===== config.mk =====
export PLATFORM = sky130hd
export DESIGN_NAME = id_tagged_ring_queue_core_flat
export DESIGN_NICKNAME = d
export VERILOG_FILES = /design/src/rtl/core/itrq_pkg.sv /design/src/rtl/core/itrq_if.sv /design/src/rtl/core/itrq_ctrl.sv /design/src/rtl/core/itrq_store.sv /design/src/rtl/core/itrq_skid.sv /design/src/rtl/core/id_tagged_ring_queue_core.sv /design/src/flat_wrapper.sv
export SDC_FILE = /design/constraint.sdc
export NUM_CORES = 2
export LEC_CHECK = 0
export ABC_AREA = 1
export CORE_ASPECT_RATIO = 1.25
export CORE_MARGIN = 2
export CORE_UTILIZATION = 25
export CTS_CLUSTER_SIZE = 14
export DETAILED_ROUTE_END_ITERATION = 10
export DONT_BUFFER_PORTS = 1
export GPL_TIMING_DRIVEN = 0
export PLACE_DENSITY_LB_ADDON = 0.1
export SLEW_MARGIN = 40
export SYNTH_ARGS = -nofsm -noshare
export SYNTH_HDL_FRONTEND = slang
export SYNTH_SLANG_ARGS = --single-unit

===== constraint.sdc =====
create_clock -name i_clk -period 25.1 [get_ports i_clk]
set_input_delay 1.255 -clock i_clk [delete_from_list [all_inputs] [get_ports i_clk]]
set_output_delay 1.255 -clock i_clk [all_outputs]
set_load 0.01 [all_outputs]

===== src/rtl/core/itrq_pkg.sv =====
// Package for the ID-tagged ring queue: sizes, operation and status codes,
// and the structs passed between the core's modules. No dependencies.
`timescale 1ns / 1ps

package itrq_pkg;

    localparam int CAPACITY   = 64;
    localparam int DATA_WIDTH = 32;
    localparam int ID_WIDTH   = 48;
    localparam int SLOT_W     = $clog2(CAPACITY);
    localparam int CNT_W      = SLOT_W + 1;

    typedef logic [1:0]            t_func;
    typedef logic [2:0]            t_status;
    typedef logic [DATA_WIDTH-1:0] t_data;
    typedef logic [ID_WIDTH-1:0]   t_id;
    typedef logic [SLOT_W-1:0]     t_slot;
    typedef logic [CNT_W-1:0]      t_cnt;

    localparam t_func FUNC_ENQ = 2'd0;
    localparam t_func FUNC_DEQ = 2'd1;
    localparam t_func FUNC_RD  = 2'd2;

    localparam t_status ST_OK        = 3'd0;
    localparam t_status ST_FULL      = 3'd1;
    localparam t_status ST_EMPTY     = 3'd2;
    localparam t_status ST_BAD_ID    = 3'd3;
    localparam t_status ST_EXHAUSTED = 3'd4;

    // Per-operation outcome, minus the read word (that comes from the store).
    typedef struct packed {
        t_status status;
        t_id     assigned_id;
        t_id     front_id;
        t_id     back_id;
        t_cnt    entry_count;
        logic    is_full;
        logic    is_empty;
        logic    rd_hit;
    } t_res;

    // Slot store access for one operation.
    typedef struct packed {
        logic  wr_en;
        t_slot wr_addr;
        t_data wr_data;
        logic  rd_en;
        t_slot rd_addr;
    } t_mem_req;

    // Full result as delivered on the output channel.
    typedef struct packed {
        t_status status;
        t_id     assigned_id;
        t_data   read_data;
        t_id     front_id;
        t_id     back_id;
        t_cnt    entry_count;
        logic    is_full;
        logic    is_empty;
    } t_rsp;

endpackage


===== src/rtl/core/itrq_if.sv =====
// Valid/ready channel interfaces for the ring queue: request and response.
// Depends on itrq_pkg.
`timescale 1ns / 1ps

interface itrq_req_if;
    logic             valid;
    logic             ready;
    itrq_pkg::t_func  func;
    itrq_pkg::t_data  data_in;
    itrq_pkg::t_id    req_id;

    modport source (output valid, output func, output data_in, output req_id, input ready);
    modport sink   (input valid, input func, input data_in, input req_id, output ready);
endinterface

interface itrq_rsp_if;
    logic              valid;
    logic              ready;
    itrq_pkg::t_status status;
    itrq_pkg::t_id     assigned_id;
    itrq_pkg::t_data   read_data;
    itrq_pkg::t_id     front_id;
    itrq_pkg::t_id     back_id;
    itrq_pkg::t_cnt    entry_count;
    logic              is_full;
    logic              is_empty;

    modport source (
        output valid, output status, output assigned_id, output read_data,
        output front_id, output back_id, output entry_count, output is_full,
        output is_empty, input ready
    );
    modport sink (
        input valid, input status, input assigned_id, input read_data,
        input front_id, input back_id, input entry_count, input is_full,
        input is_empty, output ready
    );
endinterface


===== src/rtl/core/itrq_ctrl.sv =====
// Head/tail pointers and the per-operation decision logic of the ring queue.
// Depends on itrq_pkg.
`timescale 1ns / 1ps

module itrq_ctrl (
    input  logic               i_clk,
    input  logic               i_rst_n,
    input  logic               i_accept,
    input  itrq_pkg::t_func    i_func,
    input  itrq_pkg::t_data    i_data_in,
    input  itrq_pkg::t_id      i_req_id,
    output itrq_pkg::t_res     o_res,
    output itrq_pkg::t_mem_req o_mem
);
    import itrq_pkg::*;

    t_id     r_head, r_tail;
    t_id     n_head, n_tail;
    t_id     diff, n_diff;
    t_cnt    cnt;
    logic    full, empty, at_top, in_q, n_empty;
    t_status status;
    logic    wr_en, rd_hit;

    assign diff   = r_head - r_tail;
    assign cnt    = diff[CNT_W-1:0];
    assign full   = (cnt == CNT_W'(CAPACITY));
    assign empty  = (r_head == r_tail);
    assign at_top = (r_head == '1);
    assign in_q   = (i_req_id >= r_tail) && (i_req_id < r_head);

    always_comb begin
        n_head = r_head;
        n_tail = r_tail;
        status = ST_BAD_ID;
        wr_en  = 1'b0;
        rd_hit = 1'b0;
        case (i_func)
            FUNC_ENQ: begin
                if (full) begin
                    status = ST_FULL;
                end else if (at_top) begin
                    status = ST_EXHAUSTED;
                end else begin
                    status = ST_OK;
                    wr_en  = 1'b1;
                    n_head = r_head + 1'b1;
                end
            end
            FUNC_DEQ: begin
                if (empty) begin
                    status = ST_EMPTY;
                end else if (i_req_id == r_tail) begin
                    status = ST_OK;
                    n_tail = r_tail + 1'b1;
                end
            end
            FUNC_RD: begin
                if (in_q) begin
                    status = ST_OK;
                    rd_hit = 1'b1;
                end
            end
            default: begin
                status = ST_BAD_ID;
            end
        endcase
    end

    // queue view after the operation
    assign n_diff  = n_head - n_tail;
    assign n_empty = (n_head == n_tail);

    always_comb begin
        o_res.status      = status;
        o_res.assigned_id = wr_en ? r_head : '0;
        o_res.front_id    = n_empty ? '0 : n_head - 1'b1;
        o_res.back_id     = n_empty ? '0 : n_tail;
        o_res.entry_count = n_diff[CNT_W-1:0];
        o_res.is_full     = (n_diff[CNT_W-1:0] == CNT_W'(CAPACITY));
        o_res.is_empty    = n_empty;
        o_res.rd_hit      = rd_hit;
    end

    always_comb begin
        o_mem.wr_en   = i_accept && wr_en;
        o_mem.wr_addr = r_head[SLOT_W-1:0];
        o_mem.wr_data = i_data_in;
        o_mem.rd_en   = i_accept && rd_hit;
        o_mem.rd_addr = i_req_id[SLOT_W-1:0];
    end

    always_ff @(posedge i_clk) begin
        if (!i_rst_n) begin
            r_head <= '0;
            r_tail <= '0;
        end else if (i_accept) begin
            r_head <= n_head;
            r_tail <= n_tail;
        end
    end

endmodule


===== src/rtl/core/itrq_store.sv =====
// Slot store: CAPACITY data words, one write and one registered read port.
// Depends on itrq_pkg.
`timescale 1ns / 1ps

module itrq_store (
    input  logic               i_clk,
    input  itrq_pkg::t_mem_req i_mem,
    output itrq_pkg::t_data    o_rd_data
);
    import itrq_pkg::*;

    t_data r_mem [CAPACITY];
    t_data r_rd_data;

    always_ff @(posedge i_clk) begin
        if (i_mem.wr_en) begin
            r_mem[i_mem.wr_addr] <= i_mem.wr_data;
        end
    end

    // read register holds until the next read
    always_ff @(posedge i_clk) begin
        if (i_mem.rd_en) begin
            r_rd_data <= r_mem[i_mem.rd_addr];
        end
    end

    assign o_rd_data = r_rd_data;

endmodule


===== src/rtl/core/itrq_skid.sv =====
// Output register with skid entry for response transfers; ready is registered.
// Depends on itrq_pkg.
`timescale 1ns / 1ps

module itrq_skid (
    input  logic           i_clk,
    input  logic           i_rst_n,
    input  logic           i_valid,
    output logic           o_ready,
    input  itrq_pkg::t_rsp i_data,
    output logic           o_valid,
    input  logic           i_ready,
    output itrq_pkg::t_rsp o_data
);
    import itrq_pkg::*;

    logic r_out_vld, r_skd_vld;
    t_rsp r_out, r_skd;
    logic in_fire, out_free;

    assign o_ready  = !r_skd_vld;
    assign in_fire  = i_valid && !r_skd_vld;
    assign out_free = !r_out_vld || i_ready;

    always_ff @(posedge i_clk) begin
        if (!i_rst_n) begin
            r_out_vld <= 1'b0;
            r_skd_vld <= 1'b0;
        end else if (out_free) begin
            r_out_vld <= r_skd_vld || in_fire;
            r_skd_vld <= 1'b0;
        end else if (in_fire) begin
            r_skd_vld <= 1'b1;
        end
    end

    always_ff @(posedge i_clk) begin
        if (out_free) begin
            r_out <= r_skd_vld ? r_skd : i_data;
        end else if (in_fire) begin
            r_skd <= i_data;
        end
    end

    assign o_valid = r_out_vld;
    assign o_data  = r_out;

endmodule


===== src/rtl/core/id_tagged_ring_queue_core.sv =====
// ID-tagged ring queue core: top level tying pointers, slot store and output buffer.
// Depends on itrq_pkg, itrq_if, itrq_ctrl, itrq_store, itrq_skid.
`timescale 1ns / 1ps

// One operation per transfer on i_req (enqueue, dequeue by ID, read by ID);
// one response per operation on o_rsp, in order. Throughput is one operation
// per clock unless responses back up: pointer compares are combinational and
// each operation makes at most one slot-store access, served by the store's
// one write port plus one registered read port. The operation is decided and
// its result and read word registered at the accepting edge, then passed to
// the output register, or to the skid entry while the output stalls. The skid
// entry behind the output register keeps i_req.ready registered, so a stalled
// response costs no input cycle until both output entries fill. IDs are 48
// bits and never wrap: once the head ID reaches all ones, enqueue answers "ID
// space exhausted". Reset clears the pointers and valid flags only; the slot
// store needs no clearing because a slot is only read after it is written.
module id_tagged_ring_queue_core (
    input  logic              i_clk,
    input  logic              i_rst_n,
    itrq_req_if.sink          i_req,
    itrq_rsp_if.source        o_rsp
);
    import itrq_pkg::*;

    t_res     res;
    t_mem_req mem;
    t_data    rd_data;
    t_rsp     stg_rsp, out_rsp;
    logic     accept, stg_adv, skid_ready;

    logic     r_vld;
    t_res     r_res;

    // stage moves on when empty or when the buffer takes its result
    assign stg_adv     = !r_vld || skid_ready;
    assign i_req.ready = stg_adv;
    assign accept      = i_req.valid && stg_adv;

    itrq_ctrl u_ctrl (
        .i_clk     (i_clk),
        .i_rst_n   (i_rst_n),
        .i_accept  (accept),
        .i_func    (i_req.func),
        .i_data_in (i_req.data_in),
        .i_req_id  (i_req.req_id),
        .o_res     (res),
        .o_mem     (mem)
    );

    // read word lands in the store's read register alongside r_res
    itrq_store u_store (
        .i_clk     (i_clk),
        .i_mem     (mem),
        .o_rd_data (rd_data)
    );

    always_ff @(posedge i_clk) begin
        if (!i_rst_n) begin
            r_vld <= 1'b0;
        end else begin
            r_vld <= accept || (r_vld && !skid_ready);
        end
    end

    always_ff @(posedge i_clk) begin
        if (accept) begin
            r_res <= res;
        end
    end

    always_comb begin
        stg_rsp.status      = r_res.status;
        stg_rsp.assigned_id = r_res.assigned_id;
        stg_rsp.read_data   = r_res.rd_hit ? rd_data : '0;
        stg_rsp.front_id    = r_res.front_id;
        stg_rsp.back_id     = r_res.back_id;
        stg_rsp.entry_count = r_res.entry_count;
        stg_rsp.is_full     = r_res.is_full;
        stg_rsp.is_empty    = r_res.is_empty;
    end

    itrq_skid u_skid (
        .i_clk   (i_clk),
        .i_rst_n (i_rst_n),
        .i_valid (r_vld),
        .o_ready (skid_ready),
        .i_data  (stg_rsp),
        .o_valid (o_rsp.valid),
        .i_ready (o_rsp.ready),
        .o_data  (out_rsp)
    );

    assign o_rsp.status      = out_rsp.status;
    assign o_rsp.assigned_id = out_rsp.assigned_id;
    assign o_rsp.read_data   = out_rsp.read_data;
    assign o_rsp.front_id    = out_rsp.front_id;
    assign o_rsp.back_id     = out_rsp.back_id;
    assign o_rsp.entry_count = out_rsp.entry_count;
    assign o_rsp.is_full     = out_rsp.is_full;
    assign o_rsp.is_empty    = out_rsp.is_empty;

endmodule


===== src/flat_wrapper.sv =====
// flat-port wrapper written by rule: the top's interface ports become plain ports
module id_tagged_ring_queue_core_flat import itrq_pkg::*;
  (i_clk, i_rst_n, i_req_valid, i_req_func, i_req_data_in, i_req_req_id, i_req_ready, o_rsp_valid, o_rsp_status, o_rsp_assigned_id, o_rsp_read_data, o_rsp_front_id, o_rsp_back_id, o_rsp_entry_count, o_rsp_is_full, o_rsp_is_empty, o_rsp_ready);
  itrq_req_if i_req_i ();
  itrq_rsp_if o_rsp_i ();
  input  logic i_clk;
  input  logic i_rst_n;
  input wire logic [$bits(i_req_i.valid)-1:0] i_req_valid;
  input wire logic [$bits(i_req_i.func)-1:0] i_req_func;
  input wire logic [$bits(i_req_i.data_in)-1:0] i_req_data_in;
  input wire logic [$bits(i_req_i.req_id)-1:0] i_req_req_id;
  output wire logic [$bits(i_req_i.ready)-1:0] i_req_ready;
  output wire logic [$bits(o_rsp_i.valid)-1:0] o_rsp_valid;
  output wire logic [$bits(o_rsp_i.status)-1:0] o_rsp_status;
  output wire logic [$bits(o_rsp_i.assigned_id)-1:0] o_rsp_assigned_id;
  output wire logic [$bits(o_rsp_i.read_data)-1:0] o_rsp_read_data;
  output wire logic [$bits(o_rsp_i.front_id)-1:0] o_rsp_front_id;
  output wire logic [$bits(o_rsp_i.back_id)-1:0] o_rsp_back_id;
  output wire logic [$bits(o_rsp_i.entry_count)-1:0] o_rsp_entry_count;
  output wire logic [$bits(o_rsp_i.is_full)-1:0] o_rsp_is_full;
  output wire logic [$bits(o_rsp_i.is_empty)-1:0] o_rsp_is_empty;
  input wire logic [$bits(o_rsp_i.ready)-1:0] o_rsp_ready;
  assign i_req_i.valid = i_req_valid;
  assign i_req_i.func = i_req_func;
  assign i_req_i.data_in = i_req_data_in;
  assign i_req_i.req_id = i_req_req_id;
  assign i_req_ready = i_req_i.ready;
  assign o_rsp_valid = o_rsp_i.valid;
  assign o_rsp_status = o_rsp_i.status;
  assign o_rsp_assigned_id = o_rsp_i.assigned_id;
  assign o_rsp_read_data = o_rsp_i.read_data;
  assign o_rsp_front_id = o_rsp_i.front_id;
  assign o_rsp_back_id = o_rsp_i.back_id;
  assign o_rsp_entry_count = o_rsp_i.entry_count;
  assign o_rsp_is_full = o_rsp_i.is_full;
  assign o_rsp_is_empty = o_rsp_i.is_empty;
  assign o_rsp_i.ready = o_rsp_ready;
  id_tagged_ring_queue_core u_core (.i_clk(i_clk), .i_rst_n(i_rst_n), .i_req(i_req_i), .o_rsp(o_rsp_i));
endmodule

; Word-level counts from Yosys, hierarchy flattened
; Memories as Yosys holds them, arrays and structs flattened. A register that Yosys moved wholly into a read port is not among the register bits.
; Cells that the tools add are included.
[word_totals]
memories = 1
output_inout_bits = 190
word_cells = 84
inputBits = 86
ram_bits = 2048
ff_bits = 632
[op_classes]
n_mux = 21
n_reduce_logical = 16
addsub = 5
bitwise_logic = 2
n_eq_ne = 8
magnitude_cmp = 2
[memory_table]
columns = memory, depth, width, rd, rd_clocked_by_memory_dff, write_ports, line
row1 = u_core.u_store.r_mem, 64, 32, 1, 1, 1, itrq_store.sv:12  ; t_data r_mem [CAPACITY];
[op_table]
columns = op, n
row1 = 48-bit 2-to-1 mux, 6
row2 = 188-bit 2-to-1 mux, 1
row3 = 48-bit equality test, 3
row4 = "48-bit by 1-bit adder with 48-bit output, second input constant", 2
row5 = "48-bit equality test, second input constant", 1
row6 = 48-bit greater-or-equal comparator, 1
row7 = 48-bit < comparator, 1
row8 = "48-bit by 1-bit subtractor with 48-bit output, second input constant", 1
row9 = 32-bit 2-to-1 mux, 1
row10 = "7-bit equality test, second input constant", 2
row11 = 7-bit subtractor, 2
row12 = 3-bit case mux with 3 select lines, 1
row13 = 1-bit 2-to-1 mux, 7
row14 = 1-bit logical AND, 6
row15 = 2-bit 2-to-1 mux, 3
row16 = 3-bit 2-to-1 mux, 2
row17 = 1-bit logical OR, 4
row18 = 1-bit logical NOT, 3
row19 = "2-bit by 1-bit equality test with 1-bit output, second input constant", 1
row20 = "2-bit equality test, second input constant", 1
row21 = 2-bit logical NOT, 1
row22 = 1-bit inverter, 2
row23 = 2-bit AND reduction, 1
row24 = 2-bit OR reduction, 1

; Depth between registers and ports, before layout
[logic_depth]
ltp_word = 7
depth_mapped = 30
ltp_nobuf = 26

; Cells and area by module
; Synthesis repeated with hierarchy kept, for this count alone.
[hier_totals]
hier_cells = 10821
area_unflattened_um2 = 116860.8
[modules_own_cells]
columns = module, n_inst, seq_area_each_um2, area_each_um2, cells_each
row1 = itrq_store, 1, 62459.9, 83058.4, 6769
row2 = itrq_ctrl, 1, 1921.8, 15058.2, 2828
row3 = itrq_skid, 1, 11330.9, 13710.6, 993
row4 = id_tagged_ring_queue_core, 1, 4734.5, 5033.6, 231

; Worst setup path before layout
; Ideal clock, no wire load.
[synth_path]
path_type = input to register
start = input o_rsp_ready
end = register u_core.u_skid.r_skd[0] in the netlist's numbering, enable pin
arrival_ns = 15.755
required_ns = 23.159
slack_ns = 7.404
path_buffers = 0
stages = 3
setup_ns = 1.941
path_cell_list = inv_1 -> nand2_1 -> nor2_1
[synth_via]
elab_chain_cells = 3
[synth_rtl]
columns = item, line
row1 = from (decl), flat_wrapper.sv:22  ; input wire logic [$bits(o_rsp_i.ready)-1:0] o_rsp_ready;
row2 = 1-bit logical OR, itrq_skid.sv:23  ; assign out_free = !r_out_vld || i_ready;
row3 = named net u_core.u_skid.out_free, itrq_skid.sv:19  ; logic in_fire, out_free;
row4 = 1-bit inverter (no source line), n/a
row5 = 2-bit AND reduction (no source line), n/a
row6 = to (signal assigned), itrq_skid.sv:41  ; r_skd <= i_data;
row7 = to (decl), itrq_skid.sv:18  ; t_rsp r_out, r_skd;
; The timed path passes the listed nets, and every way through them passes these cells.
; A chain may end at the register's enable or synchronous reset.

; Final worst setup path
[layout_path]
start = input i_req_req_id[0]
end = register u_core.r_res[26] in the netlist's numbering, data pin
[layout_via]
elab_chain_cells = 5
[layout_rtl]
columns = item, line
row1 = from (decl), flat_wrapper.sv:11  ; input wire logic [$bits(i_req_i.req_id)-1:0] i_req_req_id;
row2 = 48-bit equality test (*), itrq_ctrl.sv:53  ; end else if (i_req_id == r_tail) begin
row3 = 48-bit 2-to-1 mux (*), itrq_ctrl.sv:53
row4 = 48-bit 2-to-1 mux (*), itrq_ctrl.sv:51  ; if (empty) begin
row5 = 48-bit 2-to-1 mux (*), itrq_ctrl.sv:38  ; case (i_func)
row6 = 48-bit equality test, itrq_ctrl.sv:72  ; assign n_empty = (n_head == n_tail);
row7 = to (signal assigned), id_tagged_ring_queue_core.sv:67  ; r_res <= res;
row8 = to (decl), id_tagged_ring_queue_core.sv:32  ; t_res r_res;
; Every way passes the cells marked *; elsewhere a longest branch is shown, timed or not.

==> impl_metrics.tcl <==
set metrics [dict create \
    rows 276 \
    syn_inst 9902 \
    initial_utilization 0.251 \
    clock_path_buffers 4 \
    holdWs_ns 0.343 \
    synth_cell_type_count 47 \
    syn_to_final_growth_pct 21.6 \
    cp_max_fo 10 \
    hold_class "in2reg" \
    p_sw_frac 0.265 \
    final_cell_mix "edfxtp_1 (2613), nor2_1 (1732), o21ai_0 (1403)" \
    final_common_cell "edfxtp_1" \
    ys_ff_latch 2712 \
    drive_gt1_frac 0.102 \
    cts_setup_buffers 0 \
    cts_root_buffer "clkbuf_16" \
    drc_errors 0 \
    cts_resized 0 \
    postLayoutCoreUtil 0.306 \
    fp.dieH_um 758 \
    wl_per_cell_um 36.5 \
    grt_pass1_vias 82600 \
    period_minus_slack_ns 8.56 \
    crit_path_start "i_req_req_id[0]" \
    multi_input_area_um2 30300 \
    holdCritStartpoint "i_req_data_in[20]" \
    avgViaCountPerCell 5.07 \
    setup_viol 0 \
    synth_area_um2 114000 \
    antenna_left 0 \
    finalMaxSlewViolations 0 \
    worstSkewPairLatency_ns 1.02 \
    clock-sinks 2712 \
    comb_power_share 0.086 \
    worstMarginPinSlew_ns 0.991 \
    drv_cap 0 \
    ios 276 \
    port_buffers 0 \
    max_freq_mhz 117 \
    cts_buffers 312 \
    dr.pass1.iters 7 \
    critPathArrivalTime_ns 9.20 \
    cp_data_required_time_ns 25.74 \
    rsz0062_at_grt "no" \
    drt_iter0_drc 8766 \
    ir_drop_uv 54.9 \
    grt_pass1_wl_um 795000 \
    synth_edf_count 2613 \
    rr_startpoint "u_core.u_ctrl.r_tail[30]" \
    globalRouteTotalUtil 0.260 \
    power.static_leakage_uw 0.0471 \
    h-tree-depth 5 \
    num-fill-cells 46100 \
    crit_path_start_kind "input pin" \
    cts_tree "done" \
    end_kind "flop" \
    status "finished clean" \
    die_width_um 607 \
    ys.flop_type "edfxtp_1" \
    gp_congestion 0.989 \
    hold_viol 0 \
    skew_ns 0.0962 \
    p_clk_frac 0.431 \
    die-area_um2 460000 \
    intPower_uw 7790 \
    synth_fp_nets 10100 \
    netSwitchingPower_uw 2810 \
    async_reset_ff_frac 0 \
    overflow 0 \
    nets 10700 \
    avgSynthCellArea_um2 11.5 \
    instances_no_fill 16800 \
    cts.reportedPaths.clkPinSlew_ns 0.06 \
    placedCellCount 16200 \
    path_class "in2reg" \
    synth_warnings 0 \
    p_per_area_nw_per_um2 76.7 \
    period_share 0.341 \
    dr_total_vias 85000 \
    regArea_um2 80400 \
    antenna_found_initial 59 \
    relSlewSlack 0.335 \
    routed_wl_um 611000 \
    grt_max_degree 65 \
    core_um2 452000 \
    p_seq_frac 0.483 \
    place_hpwl_um 470000 \
    seq_area_frac_synth 0.708 \
    cts_hold_buffers 0 \
]
-- critical path, stage by stage --
cell	delay, ns
buf_2	0.57
clkinv_1	0.77
clkbuf_2	0.56
clkbuf_2	0.49
clkbuf_2	0.39
ha_1	0.36
inv_1	0.05
nor2_1	0.10
nand3_1	0.09
nor2_1	0.24
nand3_2	0.28
nor2_2	0.34
nand2_1	0.29
nor2_1	0.24
xor2_1	0.52
ha_1	0.32
nand2_1	0.09
nor4_1	0.57
nand2_1	0.11
nor2_1	0.12
nand2_1	0.06
nor2_1	0.10
nand2_1	0.10
nor2_2	0.43
buf_4	0.31
buf_4	0.19
a21oi_1	0.15
-- Yosys cell counts, drive strengths merged, types with 3 or more instances --
library cell	count	area, µm²
buf	78	399
o21ai	1441	7210
o211ai	25	188
nand3	231	1180
o22ai	621	3880
dfxtp	99	1980
o32ai	43	377
a21oi	235	1180
ha	111	1390
xnor2	8	70.1
o221ai	3	26.3
inv	403	1510
a211oi	3	22.5
nand2	1415	5340
nand4	91	569
nand3b	7	52.6
o21bai	3	22.5
nor2	1826	6960
clkinv	9	33.8
nor4	9	56.3
edfxtp	2613	78500
nor3b	3	22.5
xor2	47	412
and2	11	68.8
clkbuf	502	1880
nor3	50	265
-- power groups by stage --
stage	sequential (µW)	combinational, µW	clock, µW
finish	5120	915	4570
detailed placement	5210	907	0
floorplan	5180	402	0
global placement	5220	872	0
CTS	5120	909	4670
global route	5120	954	4820
-- per-layer routing --
layer | up-vias | share of wire | track usage | wire length (µm)
li1 | 36900 | - | - | -
met1 | 43500 | 0.37 | 0.297 | 228000
met2 | 3622 | 0.49 | 0.453 | 301000
met3 | 981 | 0.062 | 0.0447 | 37900
met4 | 18 | 0.072 | 0.154 | 44000
met5 | - | 0.00018 | 0 | 112
-- per-stage QoR --
stage | cell area [µm²] | setup WS (ns) | total power, µW | setup TNS (ns)
after floorplan | 114000 | 7.40 | 5580 | 0
after global placement | 121000 | -9.86 | 6100 | -1844.65
after detailed placement | 128000 | 15.60 | 6120 | 0
after CTS | 138000 | 16.60 | 10700 | 0
after global routing | 138000 | 16.22 | 10900 | 0
final | 138000 | 16.55 | 10600 | 0
-- path summary, 6_finish.rpt --
| check | depth (start not counted) | endpoint | slack (ns) |
|---|---|---|---|
| hold reg to reg | 0 | u_core.u_skid.r_skd[29] | 0.42 |
| setup reg to reg | 23 | u_core.r_res[26] | 17.78 |
| setup / recovery | 27 | u_core.r_res[26] | 16.55 |
| hold / removal | 0 | u_core.u_store.r_mem[8][20] | 0.34 |
-- layout make-up --
cell class	instances	share of cell area
timing repair buffer	285	0.0429
clock buffer	365	0.0581
inverter	412	0.0112
clock inverter	192	0.0139
multi-input combinational	6198	0.219
sequential	2712	0.582
buffer	580	0.0179
tap	5977	0.0541
antenna	34	0.000615
-- cell families after synthesis --
group,after synthesis,synth area share
buffers and inverters,992,0.0337
AO/OA/AOI/OAI,2385,0.114
flip-flops,2712,0.708
AND/OR/NAND/NOR,3646,0.128
XOR/XNOR,55,0.00424
adder cells (fa/ha/maj),112,0.0124
-- flip-flops by register name (all words and copies together), names as in the netlist --
signal / cells
u_core.u_store.o_rd_data: 32
u_core.u_store.r_mem: 2048
u_core.u_ctrl.r_head: 48
u_core.u_ctrl.r_tail: 48
u_core.r_res: 157
u_core.u_skid.o_valid: 1
u_core.u_skid.r_skd: 188
u_core.u_skid.o_data: 188
u_core.u_skid.r_skd_vld: 1
u_core.r_vld: 1
No activity file was read; power rests on OpenSTA's default activity.
